[config.mk]
export PLATFORM = sky130hd
export DESIGN_NAME = tws_recip
export DESIGN_NICKNAME = d
export VERILOG_FILES = /design/src/rtl/tws_pkg.sv /design/src/rtl/tws_recip.sv
export SDC_FILE = /design/constraint.sdc
export NUM_CORES = 2
export LEC_CHECK = 0
export BUFFER_PORTS_ARGS = -buffer_cell sky130_fd_sc_hd__buf_2
export CORE_MARGIN = 5
export CORE_UTILIZATION = 60
export DETAILED_ROUTE_END_ITERATION = 12
export GPL_ROUTABILITY_DRIVEN = 0
export HOLD_SLACK_MARGIN = 0.08
export PLACE_DENSITY_LB_ADDON = 0.15
export SYNTH_ARGS = -nofsm -noshare
export SYNTH_HDL_FRONTEND = slang
export SYNTH_MEMORY_MAX_BITS = 65536
export SYNTH_SLANG_ARGS = --single-unit
[constraint.sdc]
create_clock -name clk -period 6.54 [get_ports clk]
set_input_delay 0.981 -clock clk [delete_from_list [all_inputs] [get_ports clk]]
set_output_delay 0.981 -clock clk [all_outputs]
set_load 0.005 [all_outputs]
[src/rtl/tws_pkg.sv]
package tws_pkg;

	localparam int SCREEN_WIDTH  = 1024;
	localparam int SCREEN_HEIGHT = 512;
	localparam int TILE          = 64;
	localparam int TEX_WIDTH     = 64;
	localparam int TEX_HEIGHT    = 64;
	localparam int WALL_SCALE    = 12;
	localparam logic [7:0] SHADE_ALPHA = 8'd200;

	localparam logic [63:0] KNUM = 64'(WALL_SCALE) * 64'(SCREEN_HEIGHT) * 64'd65536;
	localparam int QB  = $clog2(KNUM + 64'd1);
	localparam int SW  = QB + 1;
	localparam int H0  = SCREEN_HEIGHT * 256;
	localparam int DW  = 24;
	localparam int TXB = $clog2(TEX_WIDTH);
	localparam int TYB = $clog2(TEX_HEIGHT);
	localparam int SPB = $clog2(TILE) + 8;
	localparam int AW  = 2 + TXB + TYB;
	localparam int TEX_DEPTH  = 4 * TEX_WIDTH * TEX_HEIGHT;
	localparam int FACE_WORDS = TEX_WIDTH * TEX_HEIGHT;

	typedef enum logic {
		CMD_WRITE = 1'b0,
		CMD_SHADE = 1'b1
	} cmd_t;

	typedef enum logic {
		CFG_CEILING = 1'b0,
		CFG_FLOOR   = 1'b1
	} cfg_idx_t;

	typedef enum logic [1:0] {
		REG_CEIL  = 2'd0,
		REG_WALL  = 2'd1,
		REG_FLOOR = 2'd2
	} region_t;

	typedef struct packed {
		cmd_t            cmd;
		logic [1:0]      face;
		logic [11:0]     tidx;
		logic [31:0]     tval;
		logic [9:0]      col;
		logic [8:0]      row;
		logic [TXB-1:0]  tx;
	} meta_t;

	typedef struct packed {
		meta_t   m;
		region_t region;
		logic    onscr;
	} pix_t;

endpackage

[src/rtl/tws_recip.sv]
module tws_recip import tws_pkg::*; (
	input  logic          clk,
	input  logic          arst_n,
	input  logic          adv,
	input  logic          in_valid,
	input  logic [DW-1:0] d,
	input  meta_t         in_meta,
	output logic          out_valid,
	output logic [QB-1:0] h8,
	output meta_t         out_meta
);
	logic          v_q   [QB];
	meta_t         m_q   [QB];
	logic [DW-1:0] d_q   [QB];
	logic [DW-1:0] rem_q [QB];
	logic [QB-1:0] quo_q [QB];

	logic [DW:0]   t_c   [QB];
	logic          ge_c  [QB];
	logic [DW-1:0] ds_c  [QB];
	logic [DW-1:0] rem_c [QB];
	logic [QB-1:0] pq_c  [QB];
	logic [QB-1:0] quo_c [QB];

	always_comb begin
		ds_c[0] = d;
		t_c[0]  = {{DW{1'b0}}, KNUM[QB-1]};
		pq_c[0] = '0;
		for (int i = 1; i < QB; i++) begin
			ds_c[i] = d_q[i-1];
			t_c[i]  = {rem_q[i-1], KNUM[QB-1-i]};
			pq_c[i] = quo_q[i-1];
		end
		for (int i = 0; i < QB; i++) begin
			ge_c[i]  = t_c[i] >= {1'b0, ds_c[i]};
			rem_c[i] = ge_c[i] ? DW'(t_c[i] - {1'b0, ds_c[i]}) : t_c[i][DW-1:0];
			quo_c[i] = {pq_c[i][QB-2:0], ge_c[i]};
		end
	end

	always_ff @(posedge clk or negedge arst_n) begin
		if (!arst_n) begin
			for (int i = 0; i < QB; i++) v_q[i] <= 1'b0;
		end else if (adv) begin
			v_q[0] <= in_valid;
			for (int i = 1; i < QB; i++) v_q[i] <= v_q[i-1];
		end
	end

	always_ff @(posedge clk) begin
		if (adv) begin
			m_q[0] <= in_meta;
			for (int i = 1; i < QB; i++) m_q[i] <= m_q[i-1];
			for (int i = 0; i < QB; i++) begin
				d_q[i]   <= ds_c[i];
				rem_q[i] <= rem_c[i];
				quo_q[i] <= quo_c[i];
			end
		end
	end

	assign out_valid = v_q[QB-1];
	assign out_meta  = m_q[QB-1];
	assign h8 = (d_q[QB-1] == '0) ? QB'(H0) : quo_q[QB-1];
endmodule

==> impl.org <==
** Pwr
- For this design the total switching power over the nets is around 24 mW.
- Reported leakage power :: between 60 and 70 nW
- For this design the ratio of total power to cell area is about 450 nW/µm².
- The share of total power dissipated in sequential elements is between 40% and 50%.
- Fraction of power spent switching nets :: 29.9%
- Combinational logic burns 29.2% of the power.
- Cell internal power dissipation :: 55.9 mW
- Maximum vdd ir drop :: roughly 270 µV
- Power comes to between 70 and 80 mW.
- Clock share of power :: approximately 27%

** Synthesis
- Counting every net in the synthesized netlist gives 10.8k.
- The number of different library cells used by synthesis comes to between 100 and 150.
- Share of synthesized flip-flops with an asynchronous set or reset :: less than 1%
- Cell count after synthesis :: around 10k
- Flip-flop and latch count after synthesis :: 3920
- Top FF cell, synth :: sky130_fd_sc_hd__edfxtp_1
- Ranked by instance count, the synthesized netlist is headed by sky130_fd_sc_hd__edfxtp_1, sky130_fd_sc_hd__inv_1, sky130_fd_sc_hd__ha_1.
- Count leader, synth :: sky130_fd_sc_hd__edfxtp_1
- Summed over all instances, the cell type with the most area after synthesis is sky130_fd_sc_hd__edfxtp_1.
- Yosys Warn Count :: 0
- Proportion of synthesized chip area in sequential cells :: between 70% and 80%
- Cells taking the most area after synthesis :: sky130_fd_sc_hd__edfxtp_1, sky130_fd_sc_hd__ha_1, sky130_fd_sc_hd__mux2_2
- The synthesized design contains roughly 3.9k enable-type register cells.
- After synthesis the cells add up to between 150000 and 200000 µm².
- Area share of the largest cell type after synthesis :: approximately three quarters
- Syn Area/Cell :: 15.9 µm²

** Finish
- Fraction of final layout cells with drive strength greater than 1 :: about 12%
- The finished layout holds 14.4k standard cells, fillers aside.
- Final instance area :: approximately 180000 µm²
- The multi-input combinational cells in the finished layout cover a total of roughly 38000 µm².
- Cells fill 67.0% of the core in the end.
- Number of nets in the finished design :: roughly 11k
- Relative to the synthesized area, the layout overhead comes to 11.2%.
- FILL cells :: roughly 18k
- Sequential standard cell area :: between 100000 and 150000 µm²

** STA
- Worst slew pin tran :: about 1.2 ns
- Final cycle utilization of the critical path :: between 60% and 70%
- Clock Skew :: around 0.063 ns
- Worst-case hold slack :: around 0.23 ns
- The number of max-slew violations in the final report came to 0.
- Max-Slew Margin vs Limit :: 21.2%
- RSZ-0062 raised after global routing :: no
- Total Negative Setup Slacks :: 0 ns
- Final period demand of the worst path :: 4.57 ns
- Derived from the worst setup path, the maximum achievable clock frequency is between 0.2 and 0.25 GHz.
- The count of endpoints failing hold in the final timing report was 0.
- Setup slack on the critical path of the routed design comes to 1.97 ns.
- Setup violators final :: 0

** Global route
- Initial antenna violation count :: 9
- The via count of the first global-routing pass came to between 80k and 90k.
- For this run, the total global-route usage over all layers was measured as between 10% and 20%.
- Wire length of the first global-routing pass :: 436 mm
- The total overflow left after global routing is 0.
- Entering global routing, the biggest net connects around 180 pins.

** Critical path
- Data on the critical path is required at its endpoint by roughly 5.6 ns.
- R2R depth :: 11
- Counting both buffers and inverters, the worst setup path holds a total of 2.
- Worst flop-to-flop path startpoint :: d_q[1][25]
- The largest individual stage delay along the critical path comes from the cell sky130_fd_sc_hd__nor4_1.
- Along the worst path, the maximum fanout reaches 21.
- Series of cell instances along the critical path :: nor4_1 > nand4_1 > nor2_4 > buf_4 > nor2b_1 > buf_2
- The worst setup path is launched from a flop.
- The critical path ends at h8[25].
- The endpoint identified for the worst register-to-register timing path is rem_q[1][53].
- WP data arrival :: roughly 3.6 ns
- The worst setup path is captured at an output pin.
- The cell family contributing the most delay on the critical path is simple AND/OR/NAND/NOR gates.
- Worst Path Class, Setup :: flop to output pin
- Critical Path Start :: d_q[1][307]
- Across all register-to-register paths, the minimum setup slack is roughly 2.2 ns.
- Crit-path max cell delay :: just over 0.7 ns
- The critical path runs through a total of 6 cells.

** Routing
- After detailed routing, the number of remaining DRC violations is 0.
- Detailed Route Iter0 Violations :: 6082
- Dividing the detail-routed wire length by the instance count gives about 19 µm.
- Once detail routing completed, the nets flagged for antenna violations numbered 0.
- Vias :: between 80k and 90k
- Mean number of vias per cell :: 5.63
- The first TritonRoute pass finished after 8 iterations.
- Wires add up to around 270 mm.

** Floorplan
- Initial Util :: roughly 60%
- Die outline height :: between 500 and 600 µm
- Placeable core area :: around 260000 µm²
- Top-level port count :: between 200 and 250
- The die covers between 200000 and 300000 µm².
- Die boundary width :: ~530 µm
- In this run the core area contains between 150 and 200 standard-cell rows.

** Clock tree
- The number of hold buffers added after CTS was 1.
- Library cell used as clock root buffer :: sky130_fd_sc_hd__clkbuf_16
- Post-CTS Resized :: 0
- The longest clock path from root to sink contains 4 buffers.
- Clock-pin slew of the registers on the worst-case setup and hold paths :: roughly 0.060 ns
- Clk_lat worst skew :: between 0.9 and 1 ns
- Total clock buffers created by CTS :: between 300 and 400
- TritonCTS sink count :: slightly below 4k
- H-Tree Level Count :: 5
- TritonCTS clock tree :: yes
- Post-CTS timing repair inserted 0 buffers for setup.

** Outcome
- The run finished with clean final reports.

** Placed design
- Detail Placement HPWL :: roughly 180 mm
- In this run, placement finished with an instance count of 13.6k.
- Input and output buffers added on the ports amount to about 200.
- Placed inst area :: approximately 160000 µm²
- Worst slack after detailed placement :: 2.15 ns

** Worst hold path
- The path class of the tightest hold or removal check is primary input to flop.
- Worst hold start :: in_meta[4]

** Flow run
- Maxcap violations :: 0
[flip-flops by register name, indices dropped and copies added (netlist names)]
name,cells
d_q,696
m_q,2088
out_valid,1
quo_q,435
rem_q,672
v_q,28
[worst min-delay path by stage]
stage              endpoint  depth (start not counted)
3_5_place_dp   m_q[0][1010]                          0
5_1_grt          m_q[0][36]                          1
4_1_cts          m_q[0][46]                          1
6_report          m_q[0][4]                          1
2_1_floorplan  m_q[0][1000]                          0
3_3_place_gp    m_q[0][864]                          0
[cell type report]
cell class,count,area share [%]
Tap cell,3533,2.49
Clock buffer,455,5.59
Sequential cell,3920,66.3
Timing Repair Buffer,290,1.13
Antenna cell,2,0.00282
Multi-Input combinational cell,5049,21.2
Clock inverter,250,1.49
Inverter,853,1.80
[logic make-up (layout without fill, tap and decap cells)]
group           after synthesis  count (layout)  share of synthesized area, %
mux                         413             413                          2.94
buf+inv                    1058            1848                          2.76
fa+ha+maj                   698             698                          5.60
compound gates             1857            1857                          7.42
simple gates               1553            1553                          4.71
flops                      3920            3920                          73.7
other cells                   0               2                             0
xor+xnor                    528             528                          2.90
[power by group through the flow]
| stage | combinational (mW) | clock, mW | sequential [mW] |
|---|---|---|---|
| 3_5_place_dp | 22.8 | 0 | 35.2 |
| 2_1_floorplan | 18.0 | 0 | 34.2 |
| 4_1_cts | 23.1 | 22.4 | 34.7 |
| 5_1_grt | 25.6 | 23.5 | 35.0 |
| 6_report | 23.3 | 21.7 | 34.7 |
| 3_3_place_gp | 21.9 | 0 | 35.1 |
[routing by layer]
layer,global-route usage (%),vias to the layer above,part of all wire [%]
li1,-,38600,-
met1,24.7,39300,40
met2,33.7,2160,50
met3,3.08,665,4.8
met4,8.17,0,4.4
met5,0,-,0
[cell usage in the layout, fill, tap and decap left out, drive strengths merged, types with 115 or more instances in the layout]
cell type and instances:
a21o 273, nand2 416, clkinv 181, ha 671, xnor2 350, clkbuf 455
nand3 115, buf 289, xor2 178, nor2b 119, edfxtp 3891, o21ai 473
mux2 395, a21oi 550, inv 867, nor2 413
No activity file was read; power rests on OpenSTA's default activity.
