==> config.mk <==
export PLATFORM = sky130hd
export DESIGN_NAME = tws_texrow
export DESIGN_NICKNAME = d
export VERILOG_FILES = /design/src/rtl/tws_pkg.sv /design/src/rtl/tws_texrow.sv
export SDC_FILE = /design/constraint.sdc
export NUM_CORES = 1
export LEC_CHECK = 0
export BUFFER_PORTS_ARGS = -buffer_cell sky130_fd_sc_hd__clkbuf_2
export CAP_MARGIN = 15
export CORE_MARGIN = 1.5
export CORE_UTILIZATION = 50
export CTS_CLUSTER_SIZE = 40
export DETAILED_ROUTE_END_ITERATION = 7
export GPL_TIMING_DRIVEN = 0
export PLACE_DENSITY = 0.68
export SYNTH_ARGS = -nofsm -noshare
export SYNTH_HDL_FRONTEND = slang
export SYNTH_SLANG_ARGS = --single-unit
==> constraint.sdc <==
create_clock -name clk -period 4.5 [get_ports clk]
set_clock_uncertainty 0.15 [all_clocks]
set_input_delay 0.45 -clock clk [delete_from_list [all_inputs] [get_ports clk]]
set_output_delay 0.45 -clock clk [all_outputs]
set_load 0.005 [all_outputs]
==> src/rtl/tws_pkg.sv <==
package tws_pkg;

	localparam int SCREEN_WIDTH  = 1024;
	localparam int SCREEN_HEIGHT = 512;
	localparam int TILE          = 64;
	localparam int TEX_WIDTH     = 64;
	localparam int TEX_HEIGHT    = 64;
	localparam int WALL_SCALE    = 12;
	localparam logic [7:0] SHADE_ALPHA = 8'd200;

	localparam logic [63:0] KNUM = 64'(WALL_SCALE) * 64'(SCREEN_HEIGHT) * 64'd65536;
	localparam int QB  = $clog2(KNUM + 64'd1);
	localparam int SW  = QB + 1;
	localparam int H0  = SCREEN_HEIGHT * 256;
	localparam int DW  = 24;
	localparam int TXB = $clog2(TEX_WIDTH);
	localparam int TYB = $clog2(TEX_HEIGHT);
	localparam int SPB = $clog2(TILE) + 8;
	localparam int AW  = 2 + TXB + TYB;
	localparam int TEX_DEPTH  = 4 * TEX_WIDTH * TEX_HEIGHT;
	localparam int FACE_WORDS = TEX_WIDTH * TEX_HEIGHT;

	typedef enum logic {
		CMD_WRITE = 1'b0,
		CMD_SHADE = 1'b1
	} cmd_t;

	typedef enum logic {
		CFG_CEILING = 1'b0,
		CFG_FLOOR   = 1'b1
	} cfg_idx_t;

	typedef enum logic [1:0] {
		REG_CEIL  = 2'd0,
		REG_WALL  = 2'd1,
		REG_FLOOR = 2'd2
	} region_t;

	typedef struct packed {
		cmd_t            cmd;
		logic [1:0]      face;
		logic [11:0]     tidx;
		logic [31:0]     tval;
		logic [9:0]      col;
		logic [8:0]      row;
		logic [TXB-1:0]  tx;
	} meta_t;

	typedef struct packed {
		meta_t   m;
		region_t region;
		logic    onscr;
	} pix_t;

endpackage

==> src/rtl/tws_texrow.sv <==
module tws_texrow import tws_pkg::*; (
	input  logic           clk,
	input  logic           arst_n,
	input  logic           adv,
	input  logic           in_valid,
	input  logic [SW-1:0]  num,
	input  logic [SW-1:0]  den,
	input  pix_t           in_pix,
	output logic           out_valid,
	output logic [TYB-1:0] ty,
	output logic           oor,
	output pix_t           out_pix
);
	logic           v_q   [TYB];
	pix_t           p_q   [TYB];
	logic           oor_q [TYB];
	logic [SW-1:0]  den_q [TYB];
	logic [SW-1:0]  rem_q [TYB];
	logic [TYB-1:0] quo_q [TYB];

	logic [SW:0]    t_c   [TYB];
	logic [SW-1:0]  dn_c  [TYB];
	logic           ge_c  [TYB];
	logic [SW-1:0]  rem_c [TYB];
	logic [TYB-1:0] pq_c  [TYB];

	always_comb begin
		dn_c[0] = den;
		t_c[0]  = {num, 1'b0};
		pq_c[0] = '0;
		for (int i = 1; i < TYB; i++) begin
			dn_c[i] = den_q[i-1];
			t_c[i]  = {rem_q[i-1], 1'b0};
			pq_c[i] = quo_q[i-1];
		end
		for (int i = 0; i < TYB; i++) begin
			ge_c[i]  = t_c[i] >= {1'b0, dn_c[i]};
			rem_c[i] = ge_c[i] ? SW'(t_c[i] - {1'b0, dn_c[i]}) : t_c[i][SW-1:0];
		end
	end

	always_ff @(posedge clk or negedge arst_n) begin
		if (!arst_n) begin
			for (int i = 0; i < TYB; i++) v_q[i] <= 1'b0;
		end else if (adv) begin
			v_q[0] <= in_valid;
			for (int i = 1; i < TYB; i++) v_q[i] <= v_q[i-1];
		end
	end

	always_ff @(posedge clk) begin
		if (adv) begin
			p_q[0]   <= in_pix;
			oor_q[0] <= num >= den;
			for (int i = 1; i < TYB; i++) begin
				p_q[i]   <= p_q[i-1];
				oor_q[i] <= oor_q[i-1];
			end
			for (int i = 0; i < TYB; i++) begin
				den_q[i] <= dn_c[i];
				rem_q[i] <= rem_c[i];
				quo_q[i] <= TYB'({pq_c[i], ge_c[i]});
			end
		end
	end

	assign out_valid = v_q[TYB-1];
	assign out_pix   = p_q[TYB-1];
	assign ty        = quo_q[TYB-1];
	assign oor       = oor_q[TYB-1];
endmodule

==> impl_metrics.tcl, run 1 <==
set metrics [dict create \
    status "completed" \
    drv_cap 0 \
    ys_types 72 \
    die-width_um 267 \
    clockBufferDepth 3 \
    fin_ws_ns 0.163 \
    crit_required_ns 4.72 \
    grt_pass1_vias 20083 \
    dp_hpwl_um 45100 \
    layout_common_cells "edfxtp_1, clkbuf_2, inv_1" \
    start_util_pct 50.6 \
    rows 96 \
    syn_area_per_cell_um2 14.2 \
    design_area_um2 41200 \
    worst_pin_slew_ns 0.906 \
    slew_headroom_pct 39.1 \
    first_pass_iters 5 \
    antenna_left 0 \
    synth_compound_area_share_pct 10.1 \
    place_area_um2 37200 \
    multi_input_area_um2 10300 \
    die_area_um2 71100 \
    synth_top_family_by_area "compound AO/OA/AOI/OAI gates" \
    nets 3221 \
    post_drt_wl_per_cell_um 16.3 \
    boundaryPins 222 \
    pwr-share-clk_pct 30.4 \
    clk_latency_ns 0.64 \
    yosys.area_share.simple_pct 5.88 \
    cts_made_buffers 82 \
    h-tree-depth 3 \
    grt_util_all_layers_pct 17.6 \
    synth_mux_area_share_pct 2.55 \
    p_leak_nw 16.5 \
    async_reset_ff_share_pct 0.766 \
    drive_gt1_share_pct 15.4 \
    place_congestion 0.928 \
    critical_path_class "flop to flop" \
    seq_power_share_pct 43.4 \
    arrival_ns 4.55 \
    pwr-share-comb_pct 26.2 \
    yosys.area_share.adder_pct 7.81 \
    final_max_slew_viol_count 0 \
    final_common_cell "edfxtp_1" \
    p_sw_share_pct 28.8 \
    p_int_mw 16.0 \
    p_sw_mw 6.46 \
    fmax_ghz 0.231 \
    synth_edf_count 777 \
    netlist_instances 2444 \
    grt_pass1_wl_um 99600 \
    hold_class "primary input to flop" \
    synth_xor_area_share_pct 3.22 \
    ys_seq_area_share_pct 67.5 \
    finalCritPeriodShare_pct 96.4 \
    cts_tree "built" \
    vias_per_cell 5.22 \
    num-fill-cells 5288 \
    drc 0 \
    area_growth_pct 18.4 \
    finalHoldViolCount 0 \
    synth-main-ff-cell "edfxtp_1" \
    cts_root_buf "clkbuf_16" \
    n_antenna_cell 0 \
    fp.dieH_um 267 \
    grt_max_degree 134 \
    synth.cell_area_um2 34800 \
    dp_slack_ns -0.0588 \
    clkSinkCount 783 \
    start_kind "flop" \
    grt_setup_unrepaired "false" \
    wl_um 63000 \
    dr.first_iter.drc_count 1189 \
    fp.coreArea_um2 68700 \
    ys_ff_latch 783 \
    antenna_found_initial 0 \
    path_clk_slew_ns 0.06 \
    synth_nets 2797 \
    port_buffers 221 \
    ys_warn_count 0 \
    gr-total-overflow 0 \
    ff_latch_area_um2 23500 \
    vias 20197 \
    period_minus_slack_ns 4.34 \
    path_max_fanout 10 \
    p_per_area_nw_per_um2 546 \
    setup_viol 0 \
    end_kind "flop" \
    ir_drop_v 0.000368 \
    fin_hold_ws_ns 0.0485 \
]
-- critical path: stages (launching register included) --
cell and delay [ns]:
edfxtp_1 0.36, inv_1 0.05, ha_1 0.39, a21oi_1 0.22, a31oi_1 0.17, o21bai_1 0.29, a211oi_1 0.19, o2111ai_1 0.39
nand2_1 0.15, a221o_1 0.38, a31oi_1 0.56, buf_2 0.39, mux2_2 0.39
-- cell type report --
class	instances	area share [%]
Timing Repair Buffer	340	5.86
Clock inverter	52	1.62
Tap cell	931	2.83
Inverter	220	2.01
Clock buffer	99	5.19
Sequential cell	783	57.0
Buffer	46	0.462
Multi-Input combinational cell	1395	25.0
-- power by group through the flow --
stage	registers, mW	logic, mW	clock network, mW
after floorplan	9.71	4.30	0
final	9.75	5.89	6.82
after global placement	10.1	5.58	0
after CTS	9.75	5.85	7.02
after detailed placement	9.89	5.71	0
after global routing	9.84	6.51	7.28
-- state kept, by name (all words and copies together), names as in the netlist --
name and flops:
out_valid 1, v_q 5, den_q 150, rem_q 150, p_q 450, oor_q 6
quo_q 21
-- cell usage after synthesis, types with 12 or more instances --
library cell,n,area [um2]
a211oi_1,21,158
a21o_1,105,788
a21oi_1,182,911
a31oi_1,15,93.8
and2_1,12,75.1
and3_1,24,150
clkbuf_1,32,120
edfxtp_1,777,23300
ha_1,209,2620
inv_1,220,826
mux2_2,77,867
nand2_1,110,413
nand2b_1,18,113
nand3_1,38,190
nand4_1,32,200
nor2_1,124,465
nor2b_1,25,156
nor3_1,13,65.1
o21a_1,19,143
o21ai_0,97,485
o21bai_1,17,128
o31ai_1,13,97.6
xnor2_1,84,736
xor2_1,44,385
-- path summary, 6_finish.rpt --
check                            start           end  slack [ns]  cells past startpoint
max                        den_q[2][2]   rem_q[3][6]        0.16                     12
min                            num[17]  rem_q[0][18]        0.05                      2
max reg2reg                den_q[2][2]   rem_q[3][6]        0.16                     12
min reg2reg                quo_q[3][1]   quo_q[4][2]        0.25                      0
max in group asynchronous       arst_n        v_q[5]        3.37                      3
min in group asynchronous       arst_n        v_q[2]        0.62                      3
-- layer usage --
layer  vias to the layer above  part of all wire, %  global-route usage (%)
met5                         -                    0                       0
met4                         0                  5.1                    9.57
met3                       179                  3.7                    2.86
met2                       512                   48                    30.3
met1                      9463                   43                    21.2
li1                      10043                    -                       -
-- cell families (layout without fill, tap and decap cells) --
logic type               after synthesis  in the layout
XOR/XNOR                             128            128
AND/OR/NAND/NOR                      425            425
multiplexers                          79             79
buffers and inverters                266            757
flip-flops                           783            783
adder cells (fa/ha/maj)              214            214
AO/OA/AOI/OAI                        549            549
-- what timing repair did --
action	4_1_cts	5_1_grt
gates cloned	0	0
setup buffers	0	0
endpoints found under the hold margin	117	0
setup endpoints to repair	9	44
hold buffers	113	0
resized for setup	2	5
-- per-stage QoR --
stage / power [mW] / utilization [%] / cells / TNS, ns
3_5_place_dp: 15.6 / 54.2 / 3602 / -0.238
2_1_floorplan: 14.0 / - / 2444 / 0
3_3_place_gp: 15.7 / 53.9 / 3596 / -7378.80
6_report: 22.5 / 59.9 / 3866 / 0
5_1_grt: 23.6 / 59.9 / 3866 / 0
4_1_cts: 22.6 / 59.9 / 3866 / 0
Note: power is estimated with default switching activity, not from simulation.
==> run 2: changes to the inputs <==
- ABC_AREA: not set -> 1
- PLACE_DENSITY: 0.68 -> 0.67
==> run 2 against run 1 <==
  * Clock power shrank 5.1%
  * Register-to-register slack improved by 1.5 ns
  * Sequential power down 0.9%
  * Largest power group unchanged
==> impl_metrics.tcl, run 2 <==
set metrics [dict create \
    worst_pin_slew_ns 0.895 \
    die_area_um2 80600 \
    fp.dieH_um 284 \
    p_leak_nw 21.5 \
    critical_path_class "primary input to flop" \
    area_growth_pct 15.9 \
    slew_headroom_pct 40.3 \
    total_power_mw 22.7 \
    final_max_slew_viol_count 0 \
    post-synth-top-area-fraction_pct 59.1 \
    netlist_instances 4053 \
    yosys-top-cells-count "nand2_1, edfxtp_1, inv_1" \
    largest_reg_flops 450 \
    synth-main-ff-cell "edfxtp_1" \
    final_common_cell "nand2_1" \
    hold_class "primary input to flop" \
    crit_required_ns 4.71 \
    yosys.area.top_type "edfxtp_1" \
    vias_per_cell 4.86 \
    biggestRegsByFlops "p_q: 450 flops, den_q: 150 flops, rem_q: 150 flops" \
    gr-total-overflow 0 \
    fmax_ghz 0.347 \
    clockBufferDepth 3 \
    clk_latency_ns 0.64 \
    dr.first_iter.drc_count 1791 \
    path_max_fanout 10 \
    ys_types 35 \
    start_util_pct 50.8 \
    finish.utilization_pct 58.9 \
    rows 102 \
    drv_cap 0 \
    vias 27113 \
    design_area_um2 45700 \
    die-width_um 284 \
    start_kind "primary input" \
    synth_nets 4406 \
    grt_pass1_vias 27139 \
    fin_ws_ns 1.62 \
    synth_edf_count 777 \
    fp.coreArea_um2 77700 \
    drc 0 \
    antenna_left 0 \
    h-tree-depth 3 \
    ys_ff_latch 783 \
    finalCritPeriodShare_pct 64.0 \
    cts_root_buf "clkbuf_16" \
    end_kind "flop" \
    period_minus_slack_ns 2.88 \
    synth.most_common_cell "nand2_1" \
    finalHoldViolCount 0 \
    dp_hpwl_um 73000 \
    p_per_area_nw_per_um2 497 \
    drive_gt1_share_pct 9.83 \
    nets 4824 \
    cts_resized 0 \
    syn_area_per_cell_um2 9.74 \
    clkSinkCount 783 \
    first_pass_iters 7 \
    ir_drop_v 0.000309 \
    boundaryPins 222 \
    async_reset_ff_share_pct 0.766 \
    status "completed" \
    post_drt_wl_per_cell_um 16.8 \
    synthTopCellsByArea "edfxtp_1, nand2_1, inv_1" \
    place_area_um2 42000 \
    antenna_found_initial 1 \
    largest-register "p_q" \
    wl_um 93500 \
    grt_util_all_layers_pct 23.5 \
    ys_seq_area_share_pct 59.5 \
    port_buffers 221 \
    layout_common_cells "nand2_1, edfxtp_1, inv_1" \
    dp_slack_ns 1.56 \
    cts_tree "built" \
    fin_hold_ws_ns 0.0488 \
    ys_warn_count 0 \
    setup_viol 0 \
    synth.cell_area_um2 39500 \
    grt_pass1_wl_um 145000 \
    grt_setup_unrepaired "false" \
    path_clk_slew_ns 0.06 \
    arrival_ns 3.10 \
    cts_made_buffers 80 \
    grt_max_degree 125 \
    place_congestion 1.00 \
]
run 2: cell types whose count changed after synthesis, moves of 77 or more:
cell	delta
a21o_1	-104
xnor2_1	-84
nand3_1	+349
inv_1	+516
nor2_1	+78
o21ai_0	-81
mux2_2	-77
nand2_1	+1203
a21oi_1	-85
run 2: cell type report:
cell class / instances / area (um2)
multi-input combinational: 2484 / 12800
tap: 1040 / 1300
buffer: 44 / 364
fill: 6709 / 32000
inverter: 742 / 2790
antenna: 1 / 2.50
clock buffer: 93 / 2060
clock inverter: 53 / 551
timing repair buffer: 336 / 2370
sequential: 783 / 23500
run 2: repair_timing:
item,4_1_cts,5_1_grt
hold buffers,109,0
buffers inserted,0,0
hold endpoints to repair,112,0
run 2: worst paths after layout:
kind | from | to | slack, ns | cells past startpoint
worst max-delay path | den[12] | rem_q[0][23] | 1.62 | 12
worst min-delay path | num[25] | rem_q[0][26] | 0.05 | 3
worst max register to register | rem_q[0][0] | rem_q[1][23] | 1.64 | 8
worst min register to register | p_q[1][58] | p_q[2][58] | 0.26 | 0
max in group asynchronous | arst_n | out_valid | 2.90 | 4
min in group asynchronous | arst_n | v_q[3] | 0.57 | 3
run 2: metrics by stage:
stage / setup TNS (ns) / instances
final: 0 / 5576
after global routing: 0 / 5576
after CTS: 0 / 5575
after detailed placement: 0 / 5320
after global placement: -7784.52 / 5314
after floorplan: 0 / 4053
run 2: worst max-delay path, cell delays in order:
cell and delay [ns]:
dlygate4sd3_1 0.56, clkbuf_2 0.15, inv_1 0.09, ha_1 0.38, nand2_1 0.13, nor2_1 0.31
nand2_1 0.14, nor2_2 0.19, a31oi_4 0.20, buf_2 0.29, nand3_1 0.11, nand2_1 0.08
run 2: per-layer routing:
metal  vias to the layer above  share of wire, %  track usage [%]
met4                         0               4.4             10.7
met2                       543                51             42.8
met5                         -                 0                0
met3                       191               3.0             2.80
met1                     12277                41             27.5
li1                      14102                 -                -
run 2: kinds of logic after synthesis:
group                    Yosys count  synth area share, %
AO/OA/AOI/OAI                    133                 1.83
flip-flops                       783                 59.5
XOR/XNOR                          66                 1.46
buffers and inverters            786                 7.98
adder cells (fa/ha/maj)          214                 6.88
AND/OR/NAND/NOR                 2071                 22.3
run 2: power by group:
part	total [mW]	switching (mW)	internal, mW	leakage [nW]
clock	6.47	2.78	3.69	1.28
sequential	9.66	0.444	9.22	7.68
combinational	6.61	4.34	2.26	12.5
